## src/rtl/pus_pkg.sv

```systemverilog
package pus_pkg;

  localparam int WORD_W  = 32;
  localparam int OFF_W   = 5;
  localparam int INDEX_W = 12;
  localparam int WIDTH_W = 6;
  localparam int COUNT_W = 13;
  localparam int VALUE_W = 32;
  localparam int POS_W   = INDEX_W + WIDTH_W;
  localparam int TDATA_W = 48;

  localparam logic [WIDTH_W-1:0] UNIT_WIDTH_RESET = 6'd8;
  localparam logic [COUNT_W-1:0] UNIT_COUNT_RESET = 13'd4096;

  typedef enum logic {
    CFG_UNIT_WIDTH = 1'b0,
    CFG_UNIT_COUNT = 1'b1
  } cfg_reg_t;

  typedef enum logic {
    KIND_WRITE = 1'b0,
    KIND_READ  = 1'b1
  } kind_t;

endpackage

```

## src/rtl/pus_field.sv

```systemverilog
module pus_field (
  input  logic [2*pus_pkg::WORD_W-1:0]  window,
  input  logic [pus_pkg::OFF_W-1:0]     off,
  input  logic [pus_pkg::VALUE_W-1:0]   mask,
  input  logic [pus_pkg::VALUE_W-1:0]   value,
  output logic [pus_pkg::VALUE_W-1:0]   unit_value,
  output logic [2*pus_pkg::WORD_W-1:0]  merged
);

  logic [2*pus_pkg::WORD_W-1:0] mask_wide;
  logic [2*pus_pkg::WORD_W-1:0] value_wide;

  always_comb begin
    mask_wide  = {{pus_pkg::WORD_W{1'b0}}, mask} << off;
    value_wide = {{pus_pkg::WORD_W{1'b0}}, value & mask} << off;
    unit_value = pus_pkg::VALUE_W'(window >> off) & mask;
    merged     = (window & ~mask_wide) | value_wide;
  end

endmodule

```

## config.mk

```make
export PLATFORM = sky130hd
export DESIGN_NAME = pus_field
export DESIGN_NICKNAME = d
export VERILOG_FILES = /design/src/rtl/pus_pkg.sv /design/src/rtl/pus_field.sv
export SDC_FILE = /design/constraint.sdc
export NUM_CORES = 1
export LEC_CHECK = 0
export BUFFER_PORTS_ARGS = -buffer_cell sky130_fd_sc_hd__buf_2
export CORE_UTILIZATION = 40
export DETAILED_ROUTE_END_ITERATION = 6
export PLACE_DENSITY = 0.75
export SLEW_MARGIN = 5
export SYNTH_ARGS = -nofsm -noshare
export SYNTH_HDL_FRONTEND = slang
export SYNTH_SLANG_ARGS = --single-unit
```

## constraint.sdc

```tcl
create_clock -name vclk -period 1.4
set_input_delay 0 -clock vclk [all_inputs]
set_output_delay 0 -clock vclk [all_outputs]
set_load 0.05 [all_outputs]
```

==> results of run 1 <==
how the worst max path moves through the flow:
stage	from	endpoint	slack, ns	depth (start not counted)
after detailed placement	off[0]	merged[33]	-0.95	8
after CTS	off[0]	merged[30]	-0.56	8
after global routing	off[0]	merged[35]	-0.76	10
final	off[0]	merged[35]	-0.79	10
after global placement	off[0]	merged[33]	-0.92	8
after floorplan	off[0]	merged[37]	-0.38	6
timing repair:
action                                  4_1_cts  5_1_grt
gates cloned                                 20        4
buffers inserted                             43       36
hold buffers                                  0        0
gates resized for setup                     404      156
endpoints found under the setup margin       95       95
pin swaps                                    82       88
per-stage QoR:
| stage | worst slack [ns] | hold slack (ns) | cells |
|---|---|---|---|
| floorplan | -0.382 | 0.167 | 1000 |
| global placement | -0.919 | 0.000589 | 1779 |
| detailed placement | -0.955 | 0.000589 | 1779 |
| CTS | -0.556 | 0.000589 | 1832 |
| global route | -0.762 | 0.0000817 | 1857 |
| finish | -0.793 | 0.0000220 | 1857 |
cell type report:
type | count | share of cell area (%)
inverter | 11 | 0.332
timing repair buffer | 720 | 38.8
tap | 270 | 1.95
multi-input combinational | 856 | 58.9
report_power, final:
| part | switching, mW | internal [mW] |
|---|---|---|
| clock network | 0 | 0 |
| registers | 0 | 0 |
| logic | 5.17 | 4.29 |
| total | 5.17 | 4.29 |
logic make-up (layout without fill, tap and decap cells):
logic type	after synthesis	in the layout	share of synthesized area [%]
multiplexers	224	224	43.6
buffers and inverters	144	731	8.19
AND/OR/NAND/NOR	358	358	25.6
AO/OA/AOI/OAI	274	274	22.6
placed cells by master, fill, tap and decap left out, drive strengths merged, types with 14 or more instances in the layout:
cell type  count
mux2          57
a21oi         35
or4bb         16
nand4b        59
nand4         58
a22oi         25
a31oi         16
and3          14
buf          713
nand2        120
a22o          26
mux4         105
nor2          37
mux2i         62
o21ai         80
layer usage:
metal  vias to the layer above  wire, um  track usage [%]
met1                      6584     19800             60.2
met2                      1431     25500             76.0
met5                         -         0                0
li1                       5316         -                -
met3                       393      8100             11.0
met4                         0      4550             24.4
critical path, cell delays in order:
cell and delay (ns):
buf_16 0.13, buf_12 0.15, buf_12 0.13, nand4b_1 0.12
nand4_1 0.16, buf_4 0.19, mux4_2 0.53, a211o_1 0.44
o31a_4 0.17, buf_8 0.15
==> summary.txt, run 1 <==
Timing
  – Unrepaired setup endpoints after global routing: yes
  – Fmax achieved: roughly 460 MHz
  – # setup viols final: 94
  – Pins Over Slew Limit: 0
  – Minimum clock period: 2.19 ns
  – Worst slew pin tran: 0.660 ns
  – Slew headroom: 56.0%
  – Fin crit share: 157%
  – Worst Setup Slack, final: -0.793 ns
  – Setup TNS: -42.65 ns
  – Final hold viol count: 0

Worst hold path
  – Hold endpoint: merged[63]
  – Cells on Worst Hold Path: 0
  – Hold Path Class: in -> out
  – Worst Hold Launch: window[63]

Setup path
  – Startpoint Class: primary input
  – CP Class: in -> out
  – CP Capture Type: output pin
  – Worst-path fanout max: 12
  – Required time worst endpoint: roughly 1.4 ns
  – CP Data Arrival Time: 2.19 ns

Synth
  – Syn avg cell area: ~8.3 um2
  – Ys Warns: 0
  – Leading area contributor after synthesis: mux4_2
  – Most common cell in the netlist: nand2_1
  – Post-Syn Area: 0.00831 mm2
  – Synth Instances: 1000
  – Yosys cell types: 58
  – Register area share after synthesis: 0%
  – Top cells by area, synth: mux4_2 28%, mux2_2 7.7%, mux2i_1 7.5%, nand4b_1 6.2%, nand2_1 5.4%
  – Top cells by count, synth: 120 x nand2_1, 105 x mux4_2, 79 x o21ai_0, 67 x clkbuf_1, 62 x mux2i_1
  – Synth top area share: 28.5%
  – Syn Nets: 1133

Layout
  – Clock buf count: 0
  – Reg area: 0 um2
  – Nets: ~1700
  – Multi-input gate area: around 0.010 mm2
  – Ant diodes: 0
  – Final instance area: 0.0174 mm2
  – Layout cells sized above 1: 73.5%
  – Fill cells: 1037
  – Post-layout util: 85.5%
  – Seq Cell Count: 0
  – Layout area overhead: 109%

Status
  – Violated checks: setup timing
  – Status: complete, but fails checks

Placement
  – Cell area after placement: 0.0141 mm2
  – # port buffers: about 230
  – Dpl hpwl: 38100 um
  – Gp weighted congestion: 1.02

Power and ir drop
  – Pleak: 7.13 nW
  – Overall Power: between 9 and 10 mW
  – Power per standard cell area: 545 mW/mm2
  – IR drop worst, VDD: 0.000267 V

Die
  – Die width: 146 um
  – Core Box Area: a little over 0.02 mm2
  – Total I/O pin count: 229
  – Standard-cell rows: 52
  – Die area: 0.0214 mm2
  – Starting Density: approximately 40%
  – Die height: 146 um

Route
  – Drt initial violations: 1815
  – Routed Antenna Nets: 0
  – DR WL/cell: 31.2 um
  – DRC violations left: 0
  – Via count: 13700
  – Drt pass-1 iters: 5
  – Final wirelength: 57900 um
  – Vias per cell: 7.39

GRT
  – First-pass GRT wire length: between 70000 and 80000 um
  – Number of global-route vias before repair: 12600
  – Total gr overflow: 0
  – Largest net degree at the start of global routing: 34
  – Number of antenna violations at the first check in global routing: 1
  – Global Route Usage Sum: 47.6%

Flow run
  – Max-Cap Viols: 0
(Power assumes the default switching activity.)
==> inputs of run 2 (changes only) <==
==> constraint.sdc (replaced) <==
create_clock -name vclk -period 1.4
set_input_delay 0.28 -clock vclk [all_inputs]
set_output_delay 0.28 -clock vclk [all_outputs]
set_load 0.05 [all_outputs]
==> run 2 against run 1 <==
  * The run ends with DRC, setup timing left
  * Non-clock buffer count increased by 46
  * Power increased by 9.2%
  * Core utilization increased by 5.7 points
  * Global-route usage increased by 4.2 points
  * Sequential share of layout area unchanged
  * Largest cell class unchanged
  * Largest power group unchanged
==> summary.txt, run 2 (same netlist as run 1, synthesis figures left out) <==
Status
  – Status: complete, but fails checks
  – Violated checks: DRC, setup timing

Layout
  – Clock buf count: 0 (unchanged)
  – Reg area: 0 um2 (unchanged)
  – Most frequent cells in the layout: 372 x buf_4, 175 x buf_6, 110 x buf_2, 105 x mux4_2, 76 x nand2_1
  – Post-layout util: 91.2% (+5.7 points)
  – Layout area overhead: 123%
  – Seq Cell Count: 0 (unchanged)
  – Commonest non-fill, non-tap cell in the layout: buf_4
  – Fill cells: 763 (-26%)
  – Nets: 1768 (+2.7%)
  – Layout cells sized above 1: 77.9% (+4.4 points)

Setup path
  – CP max-delay cell: mux4_2
  – CP Capture Type: output pin
  – CP Data Arrival Time: 2.62 ns (+0.43 ns)
  – Required time worst endpoint: 1.12 ns (-0.28 ns)
  – Crit-path max cell delay: 0.64 ns (+0.11 ns)
  – Setup crit start: off[0]
  – Startpoint Class: primary input
  – CP Class: in -> out
  – Worst-path cell chain: buf_16 > buf_12 > buf_16 > nand4b_1 > nand4_1 > mux4_2 > buf_6 > a211oi_4 > a31oi_4 > buf_8
  – Buf/Inv on CP: 5 (unchanged)
  – Cell mode on critical path: buf_16
  – Worst-path fanout max: 14 (+2)
  – Delay-heaviest family, CP: buffers and inverters

Flow run
  – Max-Cap Viols: 0 (unchanged)

Timing
  – Worst slew pin tran: 0.736 ns (+0.0763 ns)
  – Fmax achieved: 345 MHz (-24%)
  – # setup viols final: 95 (+1.1%)
  – Worst Setup Slack, final: -1.50 ns (-0.708 ns)
  – Minimum clock period: 2.90 ns (+0.708 ns)
  – Final hold viol count: 0 (unchanged)
  – Hold WS: 0.560 ns (+0.560 ns)
  – Pins Over Slew Limit: 0 (unchanged)
  – Slew headroom: 50.9% (-5.1 points)
  – Unrepaired setup endpoints after global routing: yes
  – Fin crit share: 207% (+51 points)

Route
  – Vias per cell: 7.77 (+5.1%)
  – Final wirelength: 66700 um (+15%)
  – Drt initial violations: 2370 (+31%)
  – Via count: 14800 (+8.1%)
  – DR WL/cell: 34.9 um (+12%)
  – Routed Antenna Nets: 0 (unchanged)
  – Drt pass-1 iters: 7 (+2)
  – DRC violations left: 2 (+2)

GRT
  – Largest net degree at the start of global routing: 33 (-2.9%)
  – Met2 GRT Util: 81.8% (+5.9 points)
  – Grt peak-use layer: met2
  – Number of antenna violations at the first check in global routing: 5 (+4)
  – First-pass GRT wire length: 83300 um (+7.6%)
  – Global Route Usage Sum: 51.8% (+4.2 points)
  – Met3 Usage GRT: 10.3% (-0.72 points)
  – Met1 Track Usage GR: 66.4% (+6.2 points)
  – Number of global-route vias before repair: 13300 (+5.3%)
  – Total gr overflow: 0 (unchanged)

Worst hold path
  – Hold Path Class: in -> out
  – Worst Hold Launch: window[63]

Placement
  – # port buffers: 227 (unchanged)
  – Dpl hpwl: 39300 um (+3.1%)
  – Gp weighted congestion: 0.993 (-2.5%)

Power and ir drop
  – Pleak: 7.59 nW (+6.4%)
  – IR drop worst, VDD: 0.000301 V (+13%)
  – Power per standard cell area: 558 mW/mm2 (+2.3%)

Die
  – Die height: 146 um (unchanged)
  – Standard-cell rows: 52 (unchanged)
  – Starting Density: 40.9% (unchanged)
  – Total I/O pin count: 229 (unchanged)
  – Core Box Area: 0.0203 mm2 (unchanged)
  – Die area: 0.0214 mm2 (unchanged)
  – Die width: 146 um (unchanged)

CTS
  – CTS Hold Bufs: 0 (unchanged)
==> run 2: cell count changes in the layout (fill, tap and decap cells not counted), moves of 6 or more <==
cell,change
buf_8,+17
nor2_1,-6
o21ai_4,+7
nand2_1,-22
mux2_2,-6
mux2_4,+6
a21oi_2,+7
a21oi_1,-6
buf_2,-8
buf_6,+43
nand2_2,+15
diode_2,+6
buf_4,-7
nand2_4,+6
==> run 2: metrics by stage <==
| stage | total power [mW] | setup TNS [ns] | area, um2 | cells | setup WS (ns) |
|---|---|---|---|---|---|
| after floorplan | 4.71 | -63.39 | 10400 | 1000 | -0.942 |
| after global placement | 7.36 | -125.43 | 14300 | 1795 | -1.54 |
| after detailed placement | 7.43 | -127.49 | 14300 | 1795 | -1.55 |
| after CTS | 9.04 | -89.85 | 17400 | 1860 | -1.14 |
| after global routing | 10.4 | -101.70 | 18500 | 1905 | -1.44 |
| final | 10.3 | -101.27 | 18500 | 1909 | -1.50 |
==> run 2: timing repair <==
item	in CTS	in global routing
cloned	19	4
pin swaps	133	104
resized for setup	551	166
endpoints found under the setup margin	95	95
buffers inserted	61	55
==> run 2: worst paths after layout <==
path	end	depth (start not counted)	slack, ns
max	merged[34]	10	-1.50
min	merged[63]	0	0.56
==> run 2: cell type report <==
cell class                 count  area [um2]  share of cell area, %
antenna                        6        15.0                 0.0811
inverter                      11        70.1                  0.378
multi-input combinational    856       10600                   57.5
tap                          270         338                   1.82
timing repair buffer         766        7460                   40.3
==> run 2: power by group <==
part / leakage, nW / total (mW) / internal (mW) / switching (mW)
clock: 0.0000380 / 0.000000536 / 0.000000536 / 0
sequential: 0 / 0 / 0 / 0
combinational: 7.59 / 10.3 / 4.68 / 5.65
total: 7.59 / 10.3 / 4.68 / 5.65
==> run 2: per-layer routing <==
layer / vias to the layer above / share of wire, % / wire length (um)
met5: - / 0 / 0
met4: 0 / 11 / 7280
met3: 712 / 15 / 10200
met2: 1844 / 42 / 28000
met1: 6873 / 32 / 21100
li1: 5405 / - / -
==> inputs of run 3 (changes only) <==
--- a/config.mk
+++ b/config.mk
@@ -9,7 +9,6 @@
 export CORE_UTILIZATION = 40
 export DETAILED_ROUTE_END_ITERATION = 6
 export PLACE_DENSITY = 0.75
-export SLEW_MARGIN = 5
 export SYNTH_ARGS = -nofsm -noshare
 export SYNTH_HDL_FRONTEND = slang
 export SYNTH_SLANG_ARGS = --single-unit
==> constraint.sdc (replaced) <==
create_clock -name vclk -period 2.41
set_input_delay 0.482 -clock vclk [all_inputs]
set_output_delay 0.482 -clock vclk [all_outputs]
set_load 0.05 [all_outputs]
==> run 3 against run 2 <==
  * The flow still finishes with violations (DRC, setup timing)
  * Combinational power shrank 52%
  * Wire length shrank 25%
  * Design area shrank 15%
  * Die area is the same
  * First-iteration DRC count shrank 26%
  * Flip-flop and latch count is the same
  * Clock-buffer cell count is the same
  * Critical path depth is the same
  * Hold slack gained 0.40 ns
  * Via count shrank 15%
  * Non-clock buffer count shrank 125
  * Power shrank 52%
==> summary.txt, run 3 (same netlist as run 1, synthesis figures left out) <==
Status
  – Status: complete, but fails checks
  – Violated checks: DRC, setup timing

Timing
  – Slew headroom: 55.6% (+4.7 points)
  – Final hold viol count: 0 (unchanged)
  – Minimum clock period: between 2 and 3 ns
  – Pins Over Slew Limit: 0 (unchanged)
  – Setup TNS: -35.84 ns (+65.43 ns)
  – Worst Setup Slack, final: -0.556 ns (+0.945 ns)
  – Fin crit share: 123%
  – # setup viols final: 91 (-4.2%)
  – Hold WS: 0.964 ns (+0.404 ns)
  – Unrepaired setup endpoints after global routing: yes
  – Worst slew pin tran: 0.665 ns (-0.0705 ns)
  – Fmax achieved: between 300 and 400 MHz

Route
  – Routed Antenna Nets: 0 (unchanged)
  – Drt initial violations: 1747 (-26%)
  – Vias per cell: 7.12 (-8.4%)
  – DR WL/cell: 28.1 um (-20%)
  – Drt pass-1 iters: 7 (unchanged)
  – Final wirelength: 49900 um (-25%)
  – DRC violations left: 12 (+10)
  – Via count: 12700 (-15%)

Setup path
  – Buf/Inv on CP: 5 (unchanged)
  – Crit-path max cell delay: 0.58 ns (-0.06 ns)
  – Worst-path fanout max: 7 (-7)
  – Worst-path cell chain: buf_16 > buf_8 > buf_6 > nand4_1 > nand4_1 > mux4_2 > nor3_1 > buf_4 > a41oi_4 > buf_6
  – CP Capture Type: output pin
  – Delay-heaviest family, CP: buffers and inverters
  – Required time worst endpoint: 1.93 ns (+0.81 ns)
  – Startpoint Class: primary input
  – CP max-delay cell: mux4_2
  – CP Data Arrival Time: 2.48 ns (-0.14 ns)
  – CP Class: in -> out

Power and ir drop
  – Power per standard cell area: 312 mW/mm2 (-44%)
  – Pleak: 6.40 nW (-16%)
  – IR drop worst, VDD: 0.000186 V (-38%)

GRT
  – Global Route Usage Sum: 44.2% (-7.6 points)
  – Number of antenna violations at the first check in global routing: 0 (-5)
  – Largest net degree at the start of global routing: 53 (+61%)
  – First-pass GRT wire length: 72700 um (-13%)
  – Total gr overflow: 0 (unchanged)
  – Number of global-route vias before repair: 12200 (-8.5%)

Die
  – Standard-cell rows: 52 (unchanged)
  – Core Box Area: 0.0203 mm2 (unchanged)
  – Die height: 146 um (unchanged)
  – Die area: 0.0214 mm2 (unchanged)
  – Total I/O pin count: 229 (unchanged)
  – Starting Density: 40.9% (unchanged)
  – Die width: 146 um (unchanged)

Layout
  – Reg area: 0 um2 (unchanged)
  – Seq Cell Count: 0 (unchanged)
  – Nets: 1643 (-7.1%)
  – Commonest non-fill, non-tap cell in the layout: buf_4
  – Post-layout util: 77.9% (-13 points)
  – Most frequent cells in the layout: 346 x buf_4, 135 x buf_2, 105 x mux4_2, 103 x nand2_1, 99 x buf_6
  – Final instance area: 0.0158 mm2 (-15%)
  – Clock buf count: 0 (unchanged)
  – Multi-input gate area: 0.00985 mm2 (-7.4%)
  – Finished Layout Cells: 1778 (-6.9%)
  – Layout area overhead: 90.3%
  – Ant diodes: 0 (-6)
  – Layout cells sized above 1: 70.2% (-7.7 points)
  – Fill cells: 1304 (+71%)

Worst hold path
  – Hold Path Class: in -> out
  – Cells on Worst Hold Path: 0 (unchanged)
  – Hold endpoint: merged[63]
  – Worst Hold Launch: window[63]

CTS
  – CTS Hold Bufs: 0 (unchanged)

Placement
  – Gp weighted congestion: 1.07 (+7.6%)
  – # port buffers: 227 (unchanged)
  – Dpl hpwl: 37100 um (-5.7%)
  – Cell area after placement: 0.0138 mm2 (-4.1%)
  – # placed instances: 1743 (-2.9%)

Flow run
  – Max-Cap Viols: 0 (unchanged)
-- run 3: worst max path at each step --
stage,startpoint,slack (ns),end,cells after the start
floorplan,off[0],-0.34,merged[37],6
global placement,off[0],-0.87,merged[38],9
detailed placement,off[0],-0.91,merged[34],10
CTS,off[0],-0.51,merged[19],11
global route,off[0],-0.60,merged[33],10
finish,off[0],-0.56,merged[37],10
-- run 3: per-stage QoR --
| stage | power [mW] | worst slack (ns) |
|---|---|---|
| 5_1_grt | 5.06 | -0.604 |
| 4_1_cts | 4.60 | -0.513 |
| 2_1_floorplan | 2.66 | -0.336 |
| 6_report | 4.94 | -0.556 |
| 3_3_place_gp | 4.09 | -0.873 |
| 3_5_place_dp | 4.13 | -0.911 |
-- run 3: routing by layer --
| layer | vias up | part of all wire [%] | track usage, % |
|---|---|---|---|
| li1 | 5155 | - | - |
| met1 | 6111 | 36 | 58.0 |
| met2 | 1110 | 46 | 70.0 |
| met3 | 278 | 12 | 8.00 |
| met4 | 0 | 6.5 | 21.8 |
| met5 | - | 0 | 0 |
-- run 3: what timing repair did --
action                     4_1_cts  5_1_grt
pin swaps                       63       52
cloned                           9        5
setup endpoints to repair       95       95
hold endpoints to repair         0        0
gates resized for setup        291      122
setup buffers                   19       15
-- run 3: final cells by class --
cell class,count,share of cell area [%]
Multi-Input combinational cell,856,62.3
Timing Repair Buffer,641,35.3
Tap cell,270,2.14
Inverter,11,0.301
-- run 3: where the power goes --
group          leakage, nW  internal, mW  switching (mW)
clock network            0             0               0
registers                0             0               0
logic                 6.40          2.20            2.74
total                 6.40          2.20            2.74
